### config.mk
export PLATFORM = sky130hd
export DESIGN_NAME = sqh_queue
export DESIGN_NICKNAME = d
export VERILOG_FILES = /design/src/rtl/square_to_quad_homography_defines.svh /design/src/rtl/sqh_pkg.sv /design/src/rtl/sqh_queue.sv
export SDC_FILE = /design/constraint.sdc
export NUM_CORES = 1
export LEC_CHECK = 0
export CORE_UTILIZATION = 43
export DETAILED_ROUTE_END_ITERATION = 10
export DONT_BUFFER_PORTS = 1
export HOLD_SLACK_MARGIN = 0.06
export PLACE_DENSITY = 0.7
export SYNTH_ARGS = -nofsm -noshare
export SYNTH_HDL_FRONTEND = slang
export SYNTH_SLANG_ARGS = --single-unit
### constraint.sdc
create_clock -name clk -period 12.01 [get_ports clk]
set_input_delay 1.201 -clock clk [delete_from_list [all_inputs] [get_ports clk]]
set_output_delay 1.201 -clock clk [all_outputs]
set_load 0.01 [all_outputs]
### src/rtl/square_to_quad_homography_defines.svh
// ----------------------------------------------------------------------------
// square_to_quad_homography_defines
// assertion macros shared by the homography block
// ----------------------------------------------------------------------------
`ifndef SQUARE_TO_QUAD_HOMOGRAPHY_DEFINES_SVH
`define SQUARE_TO_QUAD_HOMOGRAPHY_DEFINES_SVH
`ifndef SYNTH
`define SQH_ASSERT_IMPLY(lbl, clk, rst, a, c, msg) \
  lbl: assert property (@(posedge clk) disable iff (rst) (a) |-> (c)) else $error(msg);
`define SQH_ASSERT_NEXT(lbl, clk, rst, a, c, msg) \
  lbl: assert property (@(posedge clk) disable iff (rst) (a) |=> (c)) else $error(msg);
`else
`define SQH_ASSERT_IMPLY(lbl, clk, rst, a, c, msg)
`define SQH_ASSERT_NEXT(lbl, clk, rst, a, c, msg)
`endif
`endif

### src/rtl/sqh_pkg.sv
// ----------------------------------------------------------------------------
// sqh_pkg
// types and constants of the square to quad homography block
// ----------------------------------------------------------------------------
package sqh_pkg;

  localparam int QUEUE_DEPTH = 4;
  localparam int QPTR_W      = $clog2(QUEUE_DEPTH);
  localparam int DIV_BITS    = 4;
  localparam int DIV_QW      = 36;
  localparam int DIV_STEPS   = DIV_QW / DIV_BITS;
  localparam int DIV_CNT_W   = $clog2(DIV_STEPS);

  typedef struct packed {
    logic signed [15:0] corner0_x;
    logic signed [15:0] corner0_y;
    logic signed [15:0] corner1_x;
    logic signed [15:0] corner1_y;
    logic signed [15:0] corner2_x;
    logic signed [15:0] corner2_y;
    logic signed [15:0] corner3_x;
    logic signed [15:0] corner3_y;
  } quad_t;

  typedef struct packed {
    logic signed [39:0] coef_a;
    logic signed [39:0] coef_b;
    logic signed [15:0] coef_c;
    logic signed [39:0] coef_d;
    logic signed [39:0] coef_e;
    logic signed [15:0] coef_f;
    logic signed [31:0] persp_g;
    logic signed [31:0] persp_h;
    logic               is_affine;
    logic               degenerate;
  } coefs_t;

  // one classified quad waiting for the back end
  typedef struct packed {
    logic signed [35:0] numg;
    logic signed [35:0] numh;
    logic signed [34:0] den;
    logic               affine;
    logic               degen;
    logic signed [15:0] x0;
    logic signed [15:0] y0;
    logic signed [15:0] x1;
    logic signed [15:0] x2;
    logic signed [15:0] y1;
    logic signed [15:0] y2;
    logic signed [16:0] dpa;
    logic signed [16:0] dpb;
    logic signed [16:0] dpd;
    logic signed [16:0] dpe;
  } sqh_entry_t;

  typedef struct packed {
    logic empty;
    logic full;
  } sqh_qstat_t;

endpackage

### src/rtl/sqh_queue.sv
// ----------------------------------------------------------------------------
// sqh_queue
// small queue between the classifying front end and the solving back end
// ----------------------------------------------------------------------------
module sqh_queue
  import sqh_pkg::*;
(
  input  logic       clk,
  input  logic       rst,
  input  logic       push,
  input  sqh_entry_t wdata,
  input  logic       pop,
  output sqh_entry_t rdata,
  output sqh_qstat_t stat
);

  sqh_entry_t          mem [QUEUE_DEPTH];
  logic [QPTR_W-1:0]   wr_ptr;
  logic [QPTR_W-1:0]   rd_ptr;
  logic [QPTR_W:0]     count;

  always_ff @(posedge clk) begin
    if (push) begin
      mem[wr_ptr] <= wdata;
    end
  end

  always_ff @(posedge clk) begin
    if (rst) begin
      wr_ptr <= '0;
      rd_ptr <= '0;
      count  <= '0;
    end else begin
      if (push) begin
        wr_ptr <= wr_ptr + 1'b1;
      end
      if (pop) begin
        rd_ptr <= rd_ptr + 1'b1;
      end
      case ({push, pop})
        2'b10:   count <= count + 1'b1;
        2'b01:   count <= count - 1'b1;
        default: count <= count;
      endcase
    end
  end

  assign rdata      = mem[rd_ptr];
  assign stat.empty = (count == '0);
  assign stat.full  = (count == (QPTR_W+1)'(QUEUE_DEPTH));

endmodule

# Word-level counts from Yosys, hierarchy flattened
# Memories as Yosys holds them, arrays and structs flattened. A register that Yosys moved wholly into a read port is not among the register bits.
# Cells that the tools add are included.
# Widths: inputs -> output; s select.
# totals
reg_bits	7
latchBits	0
ram_bits	1092
romBits	0
input_bits	277
word_cells	18
memories	1
# mem_list
name	words	width	read_ports	rd_clocked_by_memory_dff	write_ports	line	rtl
mem	4	273	1	1	1	sqh_queue.sv:17	sqh_entry_t mem [QUEUE_DEPTH];
# op_classes
n_addsub	4
mul	0
div_mod_pow	0
n_lt_le_gt_ge	0
n_eq_ne	3
shifts	0
n_mux	5
bitwise_logic	0
n_reduce_logical	2
# ops
op	n
$pmux 3 s2	1
$add 2x1->2 const B	2
$mux 2	2
$add 3x1->3 const B	1
$eq 3x3->1 const B	1
$logic_not 3->1	1
$sub 3x1->3 const B	1
$eq 2x1->1 const B	1
$eq 2x2->1 const B	1
$mux 1	2
$reduce_bool 2->1	1

# Depth between registers and ports, before layout
# Gate-level depths: netlist (run 1).
# depth
word_depth	3
mapped_depth	7
depth_no_buf	7

# Worst setup path after synthesis (run 1)
# No wires, ideal clock.
# synth_timing
kind	in2reg
start	in push
end	mem mem[0][0] (netlist name) (enable)
setup_time_ns	0.668
arrival_ns	7.366
required_ns	11.342
setup_slack_ns	3.977
path_stages	1
n_path_buf	0
cell_sequence	and2_1
# synth_between
elab_chain_len	2
# synth_rtl
element	line	rtl
start: declaration	sqh_queue.sv:10	input logic push,
$mux 1	sqh_queue.sv:23	if (push) begin
$mux 1 (implied by the code)	sqh_queue.sv:24	mem[wr_ptr] <= wdata;
end: declaration	sqh_queue.sv:17	
# No other way between the ends.

==> flow_metrics.tcl, run 1 <==
set metrics [dict create \
    final_cells 2871 \
    drc 0 \
    syn_nets 1756 \
    fin_skew_ns 0.0208 \
    cts_root_buf "clkbuf_16" \
    setup-tns-final_ns 0 \
    clock_latency_ns 0.70 \
    hpwl_um 46200 \
    drive_gt1_share_pct 27.8 \
    first_iter_violations 1596 \
    synth_ff_type "edfxtp_1" \
    finalPower_w 0.00831 \
    port_buffers 0 \
    row_count 111 \
    grt_pass1_wl_um 111000 \
    final_common_cell "edfxtp_1" \
    power.internal_w 0.00651 \
    pwr-share-seq_pct 53.9 \
    synth.avg_cell_area_um2 27.2 \
    fin_crit_sh_pct 44.9 \
    fp.dieW_um 308 \
    worstPathMaxFanout 142 \
    cp-end-kind "primary output" \
    tightest_slew_ns 1.26 \
    ios 552 \
    combPwrFrac_pct 7.0 \
    critical_path_class "flop to primary output" \
    leakage_nw 13.5 \
    grt_max_degree 143 \
    wl_um 76700 \
    area_delta_synth_final_pct 11.1 \
    clock-sinks 1101 \
    drv_slew 0 \
    die-area_um2 94600 \
    post_cts_buffers 0 \
    synthArstFlopShare_pct 0 \
    start_util_pct 43.6 \
    vias 15600 \
    swShare_pct 21.6 \
    path_clk_slew_ns 0.06 \
    max-slew-margin-rel_pct 16.3 \
    rsz0062_at_grt "false" \
    cp_data_required_time_ns 10.81 \
    grt_overflow_total 0 \
    hp-class "flop to flop" \
    nets 1820 \
    vdd_drop_max_uv 139 \
    cp_data_arrival_time_ns 4.19 \
    most-common-layout-cells "1092 x edfxtp_1, 273 x mux4_2, 107 x clkbuf_16" \
    switching_power_w 0.00179 \
    status "finished, final reports clean" \
    fmax_mhz 186 \
    dr.pass1.iters 5 \
    crit_path_start_kind "flop" \
    hold_viol_final 0 \
    setup_viol 0 \
    cts.htree.levels 3 \
    grtUsageTotal_pct 16.0 \
    power.density_nw_per_um2 186 \
    synth_cells 1473 \
    fp.coreArea_um2 92100 \
    grt_pass1_vias 16700 \
    cts_tree "yes" \
    fin_util_pct 48.4 \
    maxCapViolCount 0 \
    yosys_warnings 0 \
    synth-edff-count 1092 \
    timing.hold.ws_ns 0.515 \
    clock_path_buffers 3 \
    cts-resized-gates 0 \
    viasPerCell 5.44 \
    cts_buffers 106 \
    antenna_found_initial 0 \
    mappedNetlistArea_um2 40100 \
    avgRoutedWirePerCell_um 26.7 \
    die_h_um 308 \
    gp_congestion 0.838 \
    yosysSeqAreaShare_pct 82.2 \
    place_inst 2672 \
    synth_cell_type_count 21 \
    p_clk_share_pct 39.1 \
    ys_ff_latch 1101 \
    cts_hold_buf 0 \
    finalCriticalPeriod_ns 5.39 \
    antennaDiodeCount 0 \
    ant_nets 0 \
]
[cell usage after synthesis, types with 2 or more instances]
cell type	count	area (um2)
edfxtp_1	1092	32800
mux4_2	273	6150
buf_12	30	601
buf_2	27	135
dfxtp_1	9	180
nor2_1	8	30.0
inv_1	6	22.5
ha_1	5	62.6
and2_1	4	25.0
clkbuf_1	4	15.0
xor2_1	3	26.3
a21oi_1	2	10.0
xnor2_1	2	17.5
[per-stage QoR]
stage,instance area (um2),setup slack (ns)
detailed placement,41200,7.44
finish,44600,6.62
floorplan,40100,3.98
global placement,41200,7.53
global route,44600,6.29
CTS,44600,6.66
[registers in the layout, indices dropped and copies added, names as in the netlist, named ones only]
name	cells
mem	1092
count	3
rd_ptr	2
wr_ptr	2
[layer usage]
layer / global-route usage [%] / wire length (um) / vias to the layer above
met5: 0 / 0 / -
met4: 5.63 / 1960 / 0
met2: 26.1 / 38300 / 652
li1: - / - / 6537
met1: 18.4 / 27300 / 8311
met3: 7.71 / 9220 / 123
[critical path: stages (launching register included)]
cell and delay (ns):
dfxtp_4 0.95, buf_12 0.48, buf_4 0.91, mux4_2 0.49
[power groups by stage]
stage	Combinational, W	Clock, W	Sequential [W]
2_1_floorplan	0.000501	0	0.00457
3_3_place_gp	0.000591	0	0.00455
6_report	0.000583	0.00325	0.00448
5_1_grt	0.000619	0.00346	0.00449
3_5_place_dp	0.000596	0	0.00456
4_1_cts	0.000600	0.00333	0.00448
[area by class of cell]
type | count | area (um2)
multi-input combinational | 304 | 6390
sequential | 1101 | 33000
tap | 1243 | 1560
timing repair buffer | 18 | 210
clock inverter | 73 | 699
fill | 7121 | 47500
clock buffer | 126 | 2750
inverter | 6 | 22.5
[worst paths after layout]
path             start  slack [ns]  depth (start not counted)          to
min reg2reg   count[2]        0.51                          2    count[2]
max reg2reg  wr_ptr[0]        8.50                          5  mem[2][88]
min           count[2]        0.51                          2    count[2]
max               flop        6.62                          3    rdata[6]
[cell families (layout without fill, tap and decap cells)]
group	after synthesis	count (layout)	share of synthesized area (%)
flip-flops	1101	1101	82.2
multiplexers	274	274	15.3
buffers and inverters	68	223	1.95
AND/OR/NAND/NOR	16	16	0.190
adder cells (fa/ha/maj)	6	6	0.206
XOR/XNOR	5	5	0.109
AO/OA/AOI/OAI	3	3	0.0374
(Power assumes the default switching activity.)
==> run 2, diff against run 1 <==
==> constraint.sdc (replaced) <==
create_clock -name clk -period 5.5 [get_ports clk]
set_input_delay 0.55 -clock clk [delete_from_list [all_inputs] [get_ports clk]]
set_output_delay 0.55 -clock clk [all_outputs]
set_load 0.01 [all_outputs]
==> flow_metrics.tcl, run 2 (synthesis gave the netlist of run 1 again) <==
set metrics [dict create \
    cts_hold_buf 277 \
    avgRoutedWirePerCell_um 25.4 \
    fmax_mhz 290 \
    finalCriticalPeriod_ns 3.45 \
    row_count 111 \
    ant_nets 0 \
    fin_skew_ns 0.0181 \
    worstSetupEndpoint "rdata[162]" \
    largest_reg_flops 1092 \
    drc 0 \
    hpwl_um 45500 \
    area_delta_synth_final_pct 18.4 \
    drv_slew 0 \
    most-common-layout-cells "1092 x edfxtp_1, 277 x dlygate4sd3_1, 273 x mux4_2" \
    rr_worst_depth 4 \
    clock-sinks 1101 \
    status "finished, final reports clean" \
    grt_max_degree 141 \
    max_stage_delay_ns 0.88 \
    reg2reg_slack_ns 3.07 \
    setup-tns-final_ns 0 \
    cp_data_arrival_time_ns 2.90 \
    wl_um 80000 \
    grtUsageTotal_pct 16.7 \
    critical_path_class "flop to primary output" \
    fin_crit_sh_pct 62.8 \
    reg.largest.list "mem (1092), count (3)" \
    leakage_nw 14.7 \
    grt_pass1_vias 17900 \
    worst_slack_ns 2.05 \
    path_clk_slew_ns 0.05 \
    grt_pass1_wl_um 117000 \
    worstPathMaxFanout 71 \
    cp_data_required_time_ns 4.95 \
    slowest_stage "dfxtp_4" \
    ios 552 \
    setup_viol 0 \
    place_inst 2670 \
    cts-resized-gates 0 \
    hold_viol_final 0 \
    preCtsSetupSlack_ns 2.64 \
    antenna_found_initial 13 \
    nets 2096 \
    cts_buffers 107 \
    drive_gt1_share_pct 23.6 \
    first_iter_violations 1495 \
    clock_latency_ns 0.68 \
    grt_overflow_total 0 \
    cts_tree "yes" \
    power.density_nw_per_um2 390 \
    fp.dieW_um 308 \
    cts.htree.levels 3 \
    rsz0062_at_grt "false" \
    port_buffers 0 \
    gp_congestion 0.747 \
    die_h_um 308 \
    hp-class "input port to flop" \
    r2r-start "wr_ptr[0]" \
    final_common_cell "edfxtp_1" \
    die-area_um2 94600 \
    regMostFlops "mem" \
    crit_chain "buf_12 -> mux4_2" \
    start_util_pct 43.6 \
    crit_path_start_kind "flop" \
    fp.coreArea_um2 92100 \
    vias 16900 \
    post_cts_buffers 0 \
    maxCapViolCount 0 \
    vdd_drop_max_uv 350 \
    viasPerCell 5.37 \
    cp-end-kind "primary output" \
    clock_path_buffers 3 \
    dr.pass1.iters 5 \
    final_cells 3146 \
    r2r_end "mem[0][157]" \
    cts_root_buf "clkbuf_16" \
    tightest_slew_ns 1.29 \
    max-slew-margin-rel_pct 14.2 \
]
run 2: cell types whose count changed in the layout (fill, tap and decap cells not counted), sizes merged, moves of 2 or more:
cell | previous run | this run
buf | 18 | 16
clkbuf | 126 | 129
clkinv | 54 | 40
clkinvlp | 2 | 6
diode | 0 | 7
dlygate4sd3 | 0 | 277
run 2: through the flow:
stage | util [%] | total power, W | hold slack [ns] | instance area, um2
after CTS | 51.6 | 0.0187 | 0.156 | 47500
final | 51.6 | 0.0185 | 0.238 | 47500
after global placement | 44.8 | 0.0112 | 0.492 | 41200
after detailed placement | 44.8 | 0.0113 | 0.496 | 41200
after floorplan | - | 0.0110 | 0.467 | 40100
after global routing | 51.6 | 0.0191 | 0.202 | 47500
run 2: worst min-delay path by stage:
stage,endpoint,start,cells past startpoint
floorplan,count[2],count[2],2
global placement,count[2],count[2],2
detailed placement,count[2],count[2],2
CTS,count[1],pop,3
global route,mem[3][22],push,1
finish,count[1],pop,3
run 2: final cells by class:
type,count,area [um2]
clock buffer,129,2780
multi-input combinational,304,6390
fill,6849,44600
timing repair buffer,293,3070
tap,1243,1560
inverter,6,22.5
sequential,1101,33000
antenna,7,17.5
clock inverter,63,687
run 2: per-layer routing:
metal  share of wire [%]  GRT usage (%)  vias up
met5                0.12              0        -
met4                 2.5           5.28       14
met3                 9.9           6.72      134
met2                  51           27.7      718
met1                  37           19.9     8928
li1                    -              -     7103
run 2: where the power goes:
part           internal (W)  leakage (nW)  switching (W)
Clock               0.00414          1.68        0.00307
Combinational      0.000641          2.91       0.000899
Sequential          0.00966          10.1       0.000117
Total                0.0144          14.7        0.00409
run 2: worst max-delay path: cells and delay by family, from the launching register on:
kind / cells / cell delay (ns)
multiplexers: 1 / 0.65
flip-flops: 1 / 0.88
buffers and inverters: 1 / 0.47
